===== src/sv/resource_cache_aging_table_assert.svh =====
// assertion macros used by the table rtl
`ifndef RESOURCE_CACHE_AGING_TABLE_ASSERT_SVH
`define RESOURCE_CACHE_AGING_TABLE_ASSERT_SVH

// same-cycle implication
`define RCAT_ASSERT_IMPLY(label, clk, rst, ante, cons, msg) \
   label: assert property (@(posedge clk) disable iff (rst) (ante) |-> (cons)) \
      else $error(msg);

// next-cycle implication
`define RCAT_ASSERT_NEXT(label, clk, rst, ante, cons, msg) \
   label: assert property (@(posedge clk) disable iff (rst) (ante) |=> (cons)) \
      else $error(msg);

`endif


===== src/sv/rcat_pkg.sv =====
package rcat_pkg;

   // request kinds
   localparam logic [1:0] REQ_LOOKUP = 2'd0;
   localparam logic [1:0] REQ_TICK   = 2'd1;
   localparam logic [1:0] REQ_FLUSH  = 2'd2;

   // result status codes
   localparam logic [2:0] ST_HIT       = 3'd0;
   localparam logic [2:0] ST_INSERTED  = 3'd1;
   localparam logic [2:0] ST_LOAD_FAIL = 3'd2;
   localparam logic [2:0] ST_NO_FREE   = 3'd3;
   localparam logic [2:0] ST_TICK_DONE = 3'd4;
   localparam logic [2:0] ST_FLUSHED   = 3'd5;

   // register indexes
   localparam logic [1:0] CSR_AUTO_COLLECT = 2'd0;
   localparam logic [1:0] CSR_MAX_AGE      = 2'd1;
   localparam logic [1:0] CSR_ENTRY_LIMIT  = 2'd2;

   localparam logic        AUTO_COLLECT_RESET = 1'b1;
   localparam logic [23:0] MAX_AGE_RESET      = 24'd30720;
   localparam logic [4:0]  ENTRY_LIMIT_RESET  = 5'd16;

   // compare results of the shared age unit
   typedef struct packed {
      logic ge;   // sum at or above the aged threshold
      logic gt;   // sum above the best age so far
   } age_flags_type;

endpackage


===== src/sv/rcat_ram.sv =====
module rcat_ram #(
   parameter int WIDTH = 8,
   parameter int DEPTH = 32
) (
   input  logic                     clock,
   input  logic                     wr_en,
   input  logic [$clog2(DEPTH)-1:0] wr_addr,
   input  logic [WIDTH-1:0]         wr_data,
   input  logic [$clog2(DEPTH)-1:0] rd_addr,
   output logic [WIDTH-1:0]         rd_data
);

   logic [WIDTH-1:0] mem [DEPTH];
   logic [WIDTH-1:0] rd_data_ff;

   always_ff @(posedge clock) begin
      if (wr_en) begin
         mem[wr_addr] <= wr_data;
      end
      rd_data_ff <= mem[rd_addr];
   end

   assign rd_data = rd_data_ff;

endmodule


===== src/sv/rcat_age_unit.sv =====
module rcat_age_unit import rcat_pkg::*; #(
   parameter int AGE_BITS = 24
) (
   input  logic [AGE_BITS-1:0] op,
   input  logic [15:0]         addend,
   input  logic [AGE_BITS-1:0] thr,
   input  logic [AGE_BITS-1:0] best,
   output logic [AGE_BITS-1:0] sum,
   output age_flags_type       flags
);

   localparam int SW = (AGE_BITS > 16 ? AGE_BITS : 16) + 1;

   logic [SW-1:0] raw;
   logic          sat;

   always_comb begin
      raw = SW'(op) + SW'(addend);
      sat = raw > SW'({AGE_BITS{1'b1}});
      sum = sat ? {AGE_BITS{1'b1}} : raw[AGE_BITS-1:0];
      flags.ge = sum >= thr;
      flags.gt = sum > best;
   end

endmodule


===== src/sv/resource_cache_aging_table.sv =====
// channel   direction  handshake               payload
// req       in         req_valid / req_stall   req_type, key, load_ok, tick_delta
// rsp       out        rsp_valid / rsp_stall   status, hit, slot, evict, released
// csr       in         csr_write               csr_index, csr_wdata
//
// one item at a time; every pass walks the table one entry per cycle through the
// registered read port of the key and age memories and the shared age adder.
// lookup: a key scan; an insertion adds the age/victim pass and the eviction step,
// and then the result is emitted. tick and flush: a table pass, then emit; a tick
// with auto collection off goes straight to emit. all valid flags clear on reset.
// the result register lets the next item start while a result is still stalled.
`include "resource_cache_aging_table_assert.svh"

module resource_cache_aging_table import rcat_pkg::*; #(
   parameter int ENTRIES  = 32,
   parameter int AGE_BITS = 24
) (
   input  logic        clock,
   input  logic        reset,

   input  logic        req_valid,
   output logic        req_stall,
   input  logic [1:0]  req_type,
   input  logic [63:0] req_key_high,
   input  logic [63:0] req_key_low,
   input  logic        req_load_ok,
   input  logic [15:0] req_tick_delta,

   output logic        rsp_valid,
   input  logic        rsp_stall,
   output logic [2:0]  rsp_status,
   output logic        rsp_hit,
   output logic [4:0]  rsp_slot,
   output logic        rsp_evict_valid,
   output logic [4:0]  rsp_evict_slot,
   output logic [31:0] rsp_released_mask,
   output logic [5:0]  rsp_released_count,

   input  logic        csr_write,
   input  logic [1:0]  csr_index,
   input  logic [23:0] csr_wdata
);

   localparam int IW = $clog2(ENTRIES);
   localparam int CW = $clog2(ENTRIES + 1);
   localparam int TW = AGE_BITS > 24 ? AGE_BITS : 24;

   typedef enum logic [2:0] {
      S_IDLE, S_KEY, S_AGE, S_EVICT, S_TICK, S_FLUSH, S_EMIT
   } state_type;

   state_type state_ff, state_in;

   logic                auto_ff, auto_in;
   logic [23:0]         max_age_ff, max_age_in;
   logic [4:0]          limit_ff, limit_in;

   logic [ENTRIES-1:0]  valid_ff, valid_in;
   logic [IW-1:0]       cnt_ff, cnt_in;
   logic                issue_done_ff, issue_done_in;
   logic                pv_ff, pv_in;
   logic [IW-1:0]       pidx_ff, pidx_in;

   logic [63:0]         kh_ff, kh_in;
   logic [63:0]         kl_ff, kl_in;
   logic                load_ok_ff, load_ok_in;
   logic [15:0]         delta_ff, delta_in;

   logic                free_found_ff, free_found_in;
   logic [IW-1:0]       free_ff, free_in;
   logic [CW-1:0]       live_ff, live_in;
   logic                vic_found_ff, vic_found_in;
   logic [IW-1:0]       vic_ff, vic_in;
   logic [AGE_BITS-1:0] best_ff, best_in;

   logic [2:0]          st_ff, st_in;
   logic                hit_ff, hit_in;
   logic [4:0]          slot_ff, slot_in;
   logic                ev_ff, ev_in;
   logic [4:0]          ev_slot_ff, ev_slot_in;
   logic [31:0]         mask_ff, mask_in;
   logic [6:0]          count_ff, count_in;

   logic                rsp_valid_ff, rsp_valid_in;
   logic [2:0]          rsp_status_ff, rsp_status_in;
   logic                rsp_hit_ff, rsp_hit_in;
   logic [4:0]          rsp_slot_ff, rsp_slot_in;
   logic                rsp_ev_ff, rsp_ev_in;
   logic [4:0]          rsp_ev_slot_ff, rsp_ev_slot_in;
   logic [31:0]         rsp_mask_ff, rsp_mask_in;
   logic [5:0]          rsp_count_ff, rsp_count_in;

   // memory ports
   logic                key_we;
   logic [IW-1:0]       key_waddr;
   logic [127:0]        key_rdata;
   logic                age_we;
   logic [IW-1:0]       age_waddr;
   logic [AGE_BITS-1:0] age_wdata;
   logic [AGE_BITS-1:0] age_rdata;

   // shared age unit
   logic [AGE_BITS-1:0] unit_op;
   logic [15:0]         unit_addend;
   logic [AGE_BITS-1:0] unit_sum;
   age_flags_type       unit_flags;

   logic [TW-1:0]       max_age_ext;
   logic [AGE_BITS-1:0] thr;
   logic                last;
   logic                vj;
   logic                is_new;
   logic                inc;
   logic                cand;
   logic                free_any;
   logic [IW-1:0]       free_sel;

   rcat_ram #(.WIDTH(128), .DEPTH(ENTRIES)) u_key_ram (
      .clock   (clock),
      .wr_en   (key_we),
      .wr_addr (key_waddr),
      .wr_data ({kh_ff, kl_ff}),
      .rd_addr (cnt_ff),
      .rd_data (key_rdata)
   );

   rcat_ram #(.WIDTH(AGE_BITS), .DEPTH(ENTRIES)) u_age_ram (
      .clock   (clock),
      .wr_en   (age_we),
      .wr_addr (age_waddr),
      .wr_data (age_wdata),
      .rd_addr (cnt_ff),
      .rd_data (age_rdata)
   );

   rcat_age_unit #(.AGE_BITS(AGE_BITS)) u_age_unit (
      .op     (unit_op),
      .addend (unit_addend),
      .thr    (thr),
      .best   (best_ff),
      .sum    (unit_sum),
      .flags  (unit_flags)
   );

   // aged threshold: max_age clipped to the age range
   assign max_age_ext = TW'(max_age_ff);
   assign thr = (max_age_ext < TW'({AGE_BITS{1'b1}})) ? max_age_ext[AGE_BITS-1:0]
                                                       : {AGE_BITS{1'b1}};

   assign last   = pv_ff && (pidx_ff == IW'(ENTRIES - 1));
   assign vj     = valid_ff[pidx_ff];
   assign is_new = (pidx_ff == free_ff);
   assign inc    = !auto_ff && vj && !is_new;

   always_comb begin
      unit_op     = age_rdata;
      unit_addend = 16'd0;
      if (state_ff == S_TICK) begin
         unit_addend = delta_ff;
      end else if (state_ff == S_AGE) begin
         unit_op     = is_new ? '0 : age_rdata;
         unit_addend = {15'd0, inc};
      end
   end

   assign cand     = vj && (!auto_ff || !unit_flags.ge);
   assign free_any = free_found_ff || !vj;
   assign free_sel = free_found_ff ? free_ff : pidx_ff;

   always_comb begin
      state_in       = state_ff;
      auto_in        = auto_ff;
      max_age_in     = max_age_ff;
      limit_in       = limit_ff;
      valid_in       = valid_ff;
      cnt_in         = cnt_ff;
      issue_done_in  = issue_done_ff;
      pv_in          = 1'b0;
      pidx_in        = pidx_ff;
      kh_in          = kh_ff;
      kl_in          = kl_ff;
      load_ok_in     = load_ok_ff;
      delta_in       = delta_ff;
      free_found_in  = free_found_ff;
      free_in        = free_ff;
      live_in        = live_ff;
      vic_found_in   = vic_found_ff;
      vic_in         = vic_ff;
      best_in        = best_ff;
      st_in          = st_ff;
      hit_in         = hit_ff;
      slot_in        = slot_ff;
      ev_in          = ev_ff;
      ev_slot_in     = ev_slot_ff;
      mask_in        = mask_ff;
      count_in       = count_ff;
      rsp_valid_in   = rsp_valid_ff && rsp_stall;
      rsp_status_in  = rsp_status_ff;
      rsp_hit_in     = rsp_hit_ff;
      rsp_slot_in    = rsp_slot_ff;
      rsp_ev_in      = rsp_ev_ff;
      rsp_ev_slot_in = rsp_ev_slot_ff;
      rsp_mask_in    = rsp_mask_ff;
      rsp_count_in   = rsp_count_ff;
      key_we         = 1'b0;
      key_waddr      = free_sel;
      age_we         = 1'b0;
      age_waddr      = pidx_ff;
      age_wdata      = unit_sum;

      if (csr_write) begin
         unique case (csr_index)
            CSR_AUTO_COLLECT: auto_in    = csr_wdata[0];
            CSR_MAX_AGE:      max_age_in = csr_wdata;
            CSR_ENTRY_LIMIT:  limit_in   = csr_wdata[4:0];
            default: ;
         endcase
      end

      // one read issued per cycle in the scan states
      if ((state_ff == S_KEY || state_ff == S_AGE || state_ff == S_TICK ||
           state_ff == S_FLUSH) && !issue_done_ff) begin
         pv_in         = 1'b1;
         pidx_in       = cnt_ff;
         cnt_in        = cnt_ff + IW'(1);
         issue_done_in = (cnt_ff == IW'(ENTRIES - 1));
      end

      unique case (state_ff)
         S_IDLE: begin
            if (req_valid) begin
               kh_in         = req_key_high;
               kl_in         = req_key_low;
               load_ok_in    = req_load_ok;
               delta_in      = req_tick_delta;
               hit_in        = 1'b0;
               slot_in       = '0;
               ev_in         = 1'b0;
               ev_slot_in    = '0;
               mask_in       = '0;
               count_in      = '0;
               cnt_in        = '0;
               issue_done_in = 1'b0;
               free_found_in = 1'b0;
               st_in         = ST_TICK_DONE;
               unique case (req_type)
                  REQ_LOOKUP: state_in = S_KEY;
                  REQ_TICK:   state_in = auto_ff ? S_TICK : S_EMIT;
                  REQ_FLUSH: begin
                     st_in    = ST_FLUSHED;
                     state_in = S_FLUSH;
                  end
                  default: state_in = S_EMIT;
               endcase
            end
         end

         S_KEY: begin
            if (pv_ff) begin
               if (vj && key_rdata == {kh_ff, kl_ff}) begin
                  st_in    = ST_HIT;
                  hit_in   = 1'b1;
                  slot_in  = 5'(pidx_ff);
                  age_we   = auto_ff;
                  age_wdata = '0;
                  state_in = S_EMIT;
               end else begin
                  if (!vj && !free_found_ff) begin
                     free_found_in = 1'b1;
                     free_in       = pidx_ff;
                  end
                  if (last) begin
                     if (!load_ok_ff) begin
                        st_in    = ST_LOAD_FAIL;
                        state_in = S_EMIT;
                     end else if (!free_any) begin
                        st_in    = ST_NO_FREE;
                        state_in = S_EMIT;
                     end else begin
                        // claim the slot, then walk the ages
                        st_in              = ST_INSERTED;
                        slot_in            = 5'(free_sel);
                        key_we             = 1'b1;
                        age_we             = 1'b1;
                        age_waddr          = free_sel;
                        age_wdata          = '0;
                        valid_in[free_sel] = 1'b1;
                        free_in            = free_sel;
                        cnt_in             = '0;
                        issue_done_in      = 1'b0;
                        live_in            = '0;
                        vic_found_in       = 1'b0;
                        best_in            = '0;
                        state_in           = S_AGE;
                     end
                  end
               end
            end
         end

         S_AGE: begin
            if (pv_ff) begin
               age_we = inc;
               if (cand) begin
                  live_in = live_ff + CW'(1);
                  if (!vic_found_ff || unit_flags.gt) begin
                     vic_found_in = 1'b1;
                     vic_in       = pidx_ff;
                     best_in      = unit_sum;
                  end
               end
               if (last) begin
                  state_in = S_EVICT;
               end
            end
         end

         S_EVICT: begin
            if ((8'(live_ff) > 8'(limit_ff)) && vic_found_ff) begin
               ev_in      = 1'b1;
               ev_slot_in = 5'(vic_ff);
               if (auto_ff) begin
                  age_we    = 1'b1;
                  age_waddr = vic_ff;
                  age_wdata = thr;
               end else begin
                  valid_in[vic_ff] = 1'b0;
               end
            end
            state_in = S_EMIT;
         end

         S_TICK, S_FLUSH: begin
            if (pv_ff) begin
               age_we = (state_ff == S_TICK) && vj;
               if (vj && (state_ff == S_FLUSH || unit_flags.ge)) begin
                  valid_in[pidx_ff] = 1'b0;
                  count_in          = count_ff + 7'd1;
                  if (7'(pidx_ff) < 7'd32) begin
                     mask_in[5'(pidx_ff)] = 1'b1;
                  end
               end
               if (last) begin
                  state_in = S_EMIT;
               end
            end
         end

         S_EMIT: begin
            if (!rsp_valid_ff || !rsp_stall) begin
               rsp_valid_in   = 1'b1;
               rsp_status_in  = st_ff;
               rsp_hit_in     = hit_ff;
               rsp_slot_in    = slot_ff;
               rsp_ev_in      = ev_ff;
               rsp_ev_slot_in = ev_slot_ff;
               rsp_mask_in    = mask_ff;
               rsp_count_in   = count_ff[5:0];
               state_in       = S_IDLE;
            end
         end

         default: state_in = S_IDLE;
      endcase
   end

   always_ff @(posedge clock) begin
      if (reset) begin
         state_ff      <= S_IDLE;
         auto_ff       <= AUTO_COLLECT_RESET;
         max_age_ff    <= MAX_AGE_RESET;
         limit_ff      <= ENTRY_LIMIT_RESET;
         valid_ff      <= '0;
         issue_done_ff <= 1'b1;
         pv_ff         <= 1'b0;
         rsp_valid_ff  <= 1'b0;
      end else begin
         state_ff      <= state_in;
         auto_ff       <= auto_in;
         max_age_ff    <= max_age_in;
         limit_ff      <= limit_in;
         valid_ff      <= valid_in;
         issue_done_ff <= issue_done_in;
         pv_ff         <= pv_in;
         rsp_valid_ff  <= rsp_valid_in;
      end
      cnt_ff         <= cnt_in;
      pidx_ff        <= pidx_in;
      kh_ff          <= kh_in;
      kl_ff          <= kl_in;
      load_ok_ff     <= load_ok_in;
      delta_ff       <= delta_in;
      free_found_ff  <= free_found_in;
      free_ff        <= free_in;
      live_ff        <= live_in;
      vic_found_ff   <= vic_found_in;
      vic_ff         <= vic_in;
      best_ff        <= best_in;
      st_ff          <= st_in;
      hit_ff         <= hit_in;
      slot_ff        <= slot_in;
      ev_ff          <= ev_in;
      ev_slot_ff     <= ev_slot_in;
      mask_ff        <= mask_in;
      count_ff       <= count_in;
      rsp_status_ff  <= rsp_status_in;
      rsp_hit_ff     <= rsp_hit_in;
      rsp_slot_ff    <= rsp_slot_in;
      rsp_ev_ff      <= rsp_ev_in;
      rsp_ev_slot_ff <= rsp_ev_slot_in;
      rsp_mask_ff    <= rsp_mask_in;
      rsp_count_ff   <= rsp_count_in;
   end

   assign req_stall          = (state_ff != S_IDLE);
   assign rsp_valid          = rsp_valid_ff;
   assign rsp_status         = rsp_status_ff;
   assign rsp_hit            = rsp_hit_ff;
   assign rsp_slot           = rsp_slot_ff;
   assign rsp_evict_valid    = rsp_ev_ff;
   assign rsp_evict_slot     = rsp_ev_slot_ff;
   assign rsp_released_mask  = rsp_mask_ff;
   assign rsp_released_count = rsp_count_ff;

   `RCAT_ASSERT_NEXT(a_busy_after_accept, clock, reset, req_valid && !req_stall,
      req_stall, "item accepted but block not busy next cycle")
   `RCAT_ASSERT_IMPLY(a_hit_status, clock, reset, rsp_valid && rsp_hit,
      rsp_status == ST_HIT, "hit flag without hit status")
   `RCAT_ASSERT_IMPLY(a_evict_on_insert, clock, reset, rsp_valid && rsp_evict_valid,
      rsp_status == ST_INSERTED, "eviction reported without insertion")
   `RCAT_ASSERT_IMPLY(a_release_kind, clock, reset,
      rsp_valid && (rsp_released_count != 6'd0),
      (rsp_status == ST_TICK_DONE) || (rsp_status == ST_FLUSHED),
      "entries released outside tick or flush")
   `RCAT_ASSERT_IMPLY(a_release_count, clock, reset, rsp_valid,
      (ENTRIES > 32) || ($countones(rsp_released_mask) == int'(rsp_released_count)),
      "released count differs from mask")

endmodule

===== config.mk =====
export PLATFORM = sky130hd
export DESIGN_NAME = resource_cache_aging_table
export DESIGN_NICKNAME = d
export VERILOG_FILES = /design/src/sv/rcat_pkg.sv /design/src/sv/rcat_ram.sv /design/src/sv/rcat_age_unit.sv /design/src/sv/resource_cache_aging_table.sv
export VERILOG_INCLUDE_DIRS = /design/src /design/src/sv
export SDC_FILE = /design/constraint.sdc
export NUM_CORES = 2
export LEC_CHECK = 0
export BUFFER_PORTS_ARGS = -buffer_cell sky130_fd_sc_hd__buf_2
export CAP_MARGIN = 20
export CORE_ASPECT_RATIO = 1.75
export CORE_MARGIN = 2
export CORE_UTILIZATION = 60
export CTS_CLUSTER_DIAMETER = 150
export DETAILED_ROUTE_END_ITERATION = 8
export HOLD_SLACK_MARGIN = 0.15
export PLACE_DENSITY = 0.79
export SYNTH_ARGS = -nofsm -noshare
export SYNTH_HDL_FRONTEND = slang
export SYNTH_MEMORY_MAX_BITS = 65536
export SYNTH_SLANG_ARGS = --single-unit

===== constraint.sdc =====
create_clock -name clock -period 23.1 [get_ports clock]
set_input_delay 2.31 -clock clock [delete_from_list [all_inputs] [get_ports clock]]
set_output_delay 2.31 -clock clock [all_outputs]
set_load 0.005 [all_outputs]

# Word-level counts from Yosys, hierarchy flattened

Memory sizes are Yosys's and may differ from the RTL's. A register that Yosys moved wholly into a read port is not among the register bits.
Index checks and enable logic that the tools add are counted.

Add/sub/neg operators: 4
Magnitude comparators: 11
Equality and inequality tests: 35
Muxes and demuxes: 157
Bitwise logic cells: 7
Reductions and logical operators: 58

Operator list:

| cell                                                                    | count |
|---|---|
| 24-bit two-way mux                                                      | 20 |
| 32-bit two-way mux                                                      | 12 |
| 5-bit two-way mux                                                       | 26 |
| 128-bit equality test                                                   | 1 |
| 24-bit case mux with 2 select lines                                     | 2 |
| 32-bit case mux with 3 select lines                                     | 1 |
| 32-bit AND                                                              | 2 |
| 32-bit inverter                                                         | 2 |
| 32-bit bitwise OR                                                       | 2 |
| 32-bit case mux with 2 select lines                                     | 1 |
| 1-bit two-way mux                                                       | 47 |
| 3-bit two-way mux                                                       | 15 |
| 6-bit two-way mux                                                       | 7 |
| 5-bit case mux with 2 select lines                                      | 4 |
| 2-bit inequality test (second input constant)                           | 15 |
| 24-bit by 16-bit adder with 25-bit output                               | 1 |
| 25-bit by 24-bit > comparator with 1-bit output (second input constant) | 1 |
| 24-bit >= comparator                                                    | 1 |
| 24-bit > comparator                                                     | 1 |
| 24-bit < comparator (second input constant)                             | 1 |
| 7-bit two-way mux                                                       | 3 |
| 5-bit by 6-bit < comparator with 1-bit output (second input constant)   | 3 |
| 3-bit case mux with 6 select lines                                      | 1 |
| 16-bit two-way mux                                                      | 1 |
| other kinds (40)                                                        | 102 |

Register bits: 372
RAM bits: 4864
Input port bits: 178
Output and inout port bits: 55
Logic and storage cells: 308
Memories: 2

Memories:

| memory        | depth | width | rd ports | clocked after memory_dff | wr ports | RTL line       | RTL |
|---|---|---|---|---|---|---|---|
| u_key_ram.mem | 32    | 128   | 1        | 1                        | 1        | rcat_ram.sv:13 | `logic [WIDTH-1:0] mem [DEPTH];` |
| u_age_ram.mem | 32    | 24    | 1        | 1                        | 1        | rcat_ram.sv:13 |  |

# Depth between registers and ports, before layout

Word-level depth: 16
Gate-level depth with buffers: 30
Mapped depth without buffers: 27

# Hierarchy

From an unflattened synthesis, not the netlist that was laid out.

Cell total of the unflattened synthesis: 9944
Area total of the unflattened synthesis: 204851.5 sq um

Modules (own cells, without submodules):

| module                     | times used | cells an instance | area each (sq um) | seq. area each (sq um) |
|---|---|---|---|---|
| rcat_ram at u_key_ram      | 1          | 6440              | 155203.9          | 125560.4 |
| rcat_ram at u_age_ram      | 1          | 1711              | 30480.5           | 23542.6 |
| resource_cache_aging_table | 1          | 1458              | 16869.9           | 10410.0 |
| rcat_age_unit              | 1          | 335               | 2297.2            | 0.0 |

# Least setup slack after synthesis

Ideal clock, no wire load.

Path type: register to register
Start point: register pidx_ff[1]
End point: memory u_key_ram.mem[13][0] (enable)
Library setup time: 617 ps
Arrival: 7433 ps
Required time: 22483 ps
Slack: 15050 ps
Stages on the path, launching flop included: 12
Buffers on the path: 3
Clock period less this slack: 8050 ps
Cell sequence: edfxtp_1 > buf_6 > buf_6 > mux2i_1 > o221ai_1 > a221oi_2 > a31oi_4 > a21boi_0 > and3_1 > buf_4 > nand3_1 > nor2_1

Longest elaborated chain between the ends: 12
Elaborated cells between the ends (all ways): 16
Classes of those cells: eq/ne: 1; mux: 11; reduce/logical: 4

RTL lines:

| element                                   | RTL line                          | RTL |
|---|---|---|
| start: declaration                        | resource_cache_aging_table.sv:62  | `logic [IW-1:0] pidx_ff, pidx_in;` |
| start signal: assignment                  | resource_cache_aging_table.sv:388 | `pidx_ff <= pidx_in;` |
| 1-bit binary-select mux with 5-bit select | resource_cache_aging_table.sv:151 | `assign vj = valid_ff[pidx_ff];` |
| 1-bit two-way mux (implied by the code)   | resource_cache_aging_table.sv:151 |  |
| 1-bit zero test                           | resource_cache_aging_table.sv:167 | `assign free_any = free_found_ff \|\| !vj;` |
| 1-bit logical OR                          | resource_cache_aging_table.sv:167 |  |
| 1-bit two-way mux                         | resource_cache_aging_table.sv:276 | `end else if (!free_any) begin` |
| 1-bit two-way mux                         | resource_cache_aging_table.sv:273 | `if (!load_ok_ff) begin` |
| 1-bit two-way mux                         | resource_cache_aging_table.sv:272 | `if (last) begin` |
| 1-bit two-way mux                         | resource_cache_aging_table.sv:260 | `if (vj && key_rdata == {kh_ff, kl_ff}) begin` |
| 1-bit two-way mux                         | resource_cache_aging_table.sv:259 | `if (pv_ff) begin` |
| 1-bit two-way mux                         | resource_cache_aging_table.sv:229 | `unique case (state_ff)` |
| 1-bit two-way mux                         | rcat_ram.sv:17                    | `if (wr_en) begin` |
| 1-bit two-way mux (implied by the code)   | rcat_ram.sv:18                    | `mem[wr_addr] <= wr_data;` |
| end: declaration                          | rcat_ram.sv:13                    |  |

Parallel ways exist; a longest one is shown, timed or not. The select of a mux whose other input is x is not followed.

# Worst setup path in the final report

Start point: register pidx_ff[3]
End point: register best_ff[3] (enable)

Longest elaborated chain between the ends: 15
Elaborated cells between the ends (all ways): 31
Classes of those cells: add/sub: 1; order compare: 3; eq/ne: 7; mux: 8; reduce/logical: 12

RTL lines:

| element                                         | RTL line                          | RTL |
|---|---|---|
| 1-bit binary-select mux with 5-bit select       | resource_cache_aging_table.sv:151 |  |
| 1-bit two-way mux (implied by the code)         | resource_cache_aging_table.sv:151 |  |
| 1-bit logical AND (2 in series)                 | resource_cache_aging_table.sv:153 | `assign inc = !auto_ff && vj && !is_new;` |
| 1-bit two-way mux                               | resource_cache_aging_table.sv:160 | `end else if (state_ff == S_AGE) begin` |
| 16-bit two-way mux                              | resource_cache_aging_table.sv:158 | `if (state_ff == S_TICK) begin` |
| 24-bit by 16-bit adder with 25-bit output (*)   | rcat_age_unit.sv:18               | `raw = SW'(op) + SW'(addend);` |
| 25-bit by 24-bit > comparator with 1-bit output | rcat_age_unit.sv:19               | `sat = raw > SW'({AGE_BITS{1'b1}});` |
| 24-bit two-way mux (*)                          | rcat_age_unit.sv:20               | `sum = sat ? {AGE_BITS{1'b1}} : raw[AGE_BITS-1:0];` |
| named net u_age_unit.sum[17]                    | rcat_age_unit.sv:8                | `output logic [AGE_BITS-1:0] sum,` |
| 24-bit >= comparator                            | rcat_age_unit.sv:21               | `flags.ge = sum >= thr;` |
| 1-bit zero test                                 | resource_cache_aging_table.sv:166 | `assign cand = vj && (!auto_ff \|\| !unit_flags.ge);` |
| 1-bit logical OR                                | resource_cache_aging_table.sv:166 |  |
| 1-bit logical AND                               | resource_cache_aging_table.sv:166 |  |
| 2-bit inequality test (no source line)          | --                                |  |
| 9-bit AND reduction (no source line) (*)        | --                                |  |
| end signal: assignment                          | resource_cache_aging_table.sv:398 | `best_ff <= best_in;` |
| end: declaration                                | resource_cache_aging_table.sv:74  | `logic [AGE_BITS-1:0] best_ff, best_in;` |

The timed path passes the listed nets; every way through them passes the cells marked *. The select of a mux whose other input is x is not followed.
A chain may end at the register's enable or synchronous reset.

==> out/qor.txt <==
Final hold violation count = 0
Number of synthesized flops with an enable pin = 5162
Largest net degree at the start of global routing = 146
Final TNS setup = 0 ns
WL final = 584000 um
Sw frac = 26.6%
Rel. slew slack = 9.25%
First-pass GRT wire length = 815000 um
Slowest-stage cell, CP = edfxtp_1
Max Clock Skew = 0.0917 ns
CP Capture Type = flop
Ratio of cells with drive above 1 in the final layout = 27.2%
Sw Pwr = 6.56 mW
Worst endpoint required time = 23.70 ns
Placed instance count = 13800
Final net count = 10100
Worst Setup Start Kind = flop
Met2 WL = 290000 um
Clock Latency Late Sink = 1.02 ns
Post-synth ARST share = 0%
Met1 Wirelength = 181000 um
Clock root buffer = clkbuf_16
Reg power frac = 48.8%
Ports = 233
R2R depth = 28
WL met3 = 65400 um
Die Height = 778 um
Failing checks = design-rule violations
Pre-CTS WS = 13.76 ns
Mapped Nets = 9534
Tot Pwr = 24.7 mW
CP Data Arrival Time = 9.56 ns
Clock tree sinks = 5387
Total gr overflow = 0
Number of gates resized after CTS = 0
Hpwl dp = 275000 um
Final routed DRC violation total = 2
Vias = 107000
Slew @ Worst Pin = 1.36 ns
Top Layer Used = met5
DIE WIDTH = 446 um
Starting Density = 60.2%
WL per Instance = 40.0 um
Die ar. = 347000 um^2
Area grow syn2layout = 11.5%
Cell Pwr Density = 108 nW/um^2
Yosys cell types = 80
CORE AREA = 341000 um^2
Static Leakage = 70.6 nW
#FFs+latches synth = 5387
TritonCTS Buffers = 443
Initial antenna violation count = 24
Pint = 18.1 mW
Max FO, Critical Path = 25
HP Class = reg -> reg
Worst hold margin = 0.399 ns
Placed Area = 214000 um^2
Row count = 284
Critical Path Max Stage Delay = 0.87 ns
Max-cap violation count = 0
Clock power share = 32.3%
Fin area = 229000 um^2
Post-synthesis sequential area ratio = 77.6%
GR Util All Layers = 33.7%
Period minus WS final = 8.96 ns
Vias per inst = 7.29
Final non-filler cell total = 14600
PortBufs = 232
Vias in the first global route = 109000
Final setup margin = 14.14 ns
Hold path depth = 0
CTS tree = done
Initial DRC count = 17000
Pre-antenna DRT Iters = 9
CTS Buffer Depth = 4
Part of the power in combinational logic = 18.9%
Synth Flop Type = edfxtp_1
Final setup viols = 0
Post-route antenna net violation count = 0
Yosys warns = 0
RSZ-0062 raised after global routing = false
Final Util = 67.1%
H-tree lvl count = 5
Worst vdd ir = 0.126 mV
CTS Hold Buffers Added = 0
Avg Inst Size Synth = 22.1 um^2
Syn Inst Count = 9282
Placer Congestion = 0.867
Tcrit/Tclk final = 38.8%
Setup bufs post-CTS = 0
CTS clock-pin slew for the worst setup and hold paths = 0.07 ns
CP Class = reg -> reg
Filler cell count = 19600
Area of the mapped netlist = 205000 um^2
Slew Viols, Final = 0
Fmax = 112 MHz
Status = complete, but fails checks
## cell type report
class                           instances  area [um^2]  area share, %
Clock buffer                          533        11800           5.14
Inverter                              145          552          0.241
Sequential cell                      5387       160000           69.7
Clock inverter                        294         3370           1.47
Timing Repair Buffer                  548         4150           1.81
Tap cell                             4433         5550           2.42
Multi-Input combinational cell       3276        44000           19.2
Antenna cell                           12         30.0         0.0131
## worst max-delay path, delay by kind of cell, from the launching register on
kind	cells	cell delay, ns
AND/OR/NAND/NOR	5	0.79
flip-flops	1	0.87
AO/OA/AOI/OAI	17	5.12
adder cells (fa/ha/maj)	3	0.89
buffers and inverters	3	0.89
## power groups by stage
stage	Clock, mW	Combinational [mW]	Sequential, mW
2_1_floorplan	0	3.10	12.2
3_3_place_gp	0	4.35	12.2
3_5_place_dp	0	4.48	12.2
4_1_cts	8.00	4.60	12.0
5_1_grt	8.31	4.92	12.1
6_report	7.96	4.67	12.0
## cells in the final DEF, fill, tap and decap left out, types with 110 or more instances in the layout
cell,n
a21oi_1,141
buf_2,233
buf_4,268
clkbuf_16,450
dfxtp_1,220
edfxtp_1,5162
inv_1,141
mux2i_1,229
mux4_2,1332
nand2_1,143
nor2_1,237
o21ai_0,150
o22ai_1,125
xor2_1,110
## registers in the layout, summed over array words and instances, names as in the netlist, 6 cells and up
register            cells
best_ff                24
count_ff                6
delta_ff               16
kh_ff                  64
kl_ff                  64
live_ff                 6
mask_ff                32
max_age_ext            24
rsp_released_count      6
rsp_released_mask      32
u_age_ram.mem         768
u_age_ram.rd_data      24
u_key_ram.mem        4096
u_key_ram.rd_data     128
valid_ff               32
## metal layers
layer,vias up,track usage [%]
met4,10,22.3
li1,40000,-
met2,9392,55.5
met5,-,0
met1,55000,41.0
met3,2188,6.29
## logic make-up after synthesis
logic type / share of synthesized area, %
compound gates: 2.35
xor+xnor: 0.639
fa+ha+maj: 0.454
buf+inv: 1.20
flops: 77.6
mux: 16.2
simple gates: 1.56
## final timing paths
kind | from | endpoint | slack (ns)
min | hit_ff$_DFFE_PP_ | rsp_hit$_DFFE_PP_ | 0.40
max | pidx_ff[3]$_DFFE_PP_ | best_ff[3]$_SDFFCE_PP0P_ | 14.14
min reg2reg | hit_ff$_DFFE_PP_ | rsp_hit$_DFFE_PP_ | 0.40
max reg2reg | pidx_ff[3]$_DFFE_PP_ | best_ff[3]$_SDFFCE_PP0P_ | 14.14
## Yosys cell counts, drive strengths merged, types with 29 or more instances
library cell | instances | area [um^2]
a211oi | 72 | 541
a21o | 30 | 225
a21oi | 147 | 739
a221oi | 52 | 468
and3 | 30 | 188
buf | 183 | 833
clkbuf | 291 | 1090
dfxtp | 225 | 4500
edfxtp | 5162 | 155000
ha | 73 | 913
inv | 143 | 537
mux2 | 80 | 901
mux2i | 229 | 2290
mux4 | 1332 | 30000
nand2 | 144 | 541
nand3 | 32 | 165
nand4 | 30 | 203
nor2 | 269 | 1010
nor2b | 32 | 200
nor3 | 54 | 320
nor4 | 29 | 188
o21ai | 157 | 786
o221ai | 68 | 596
o22ai | 129 | 807
xnor2 | 39 | 342
xor2 | 111 | 972
Power figures use the tool's default switching activity.
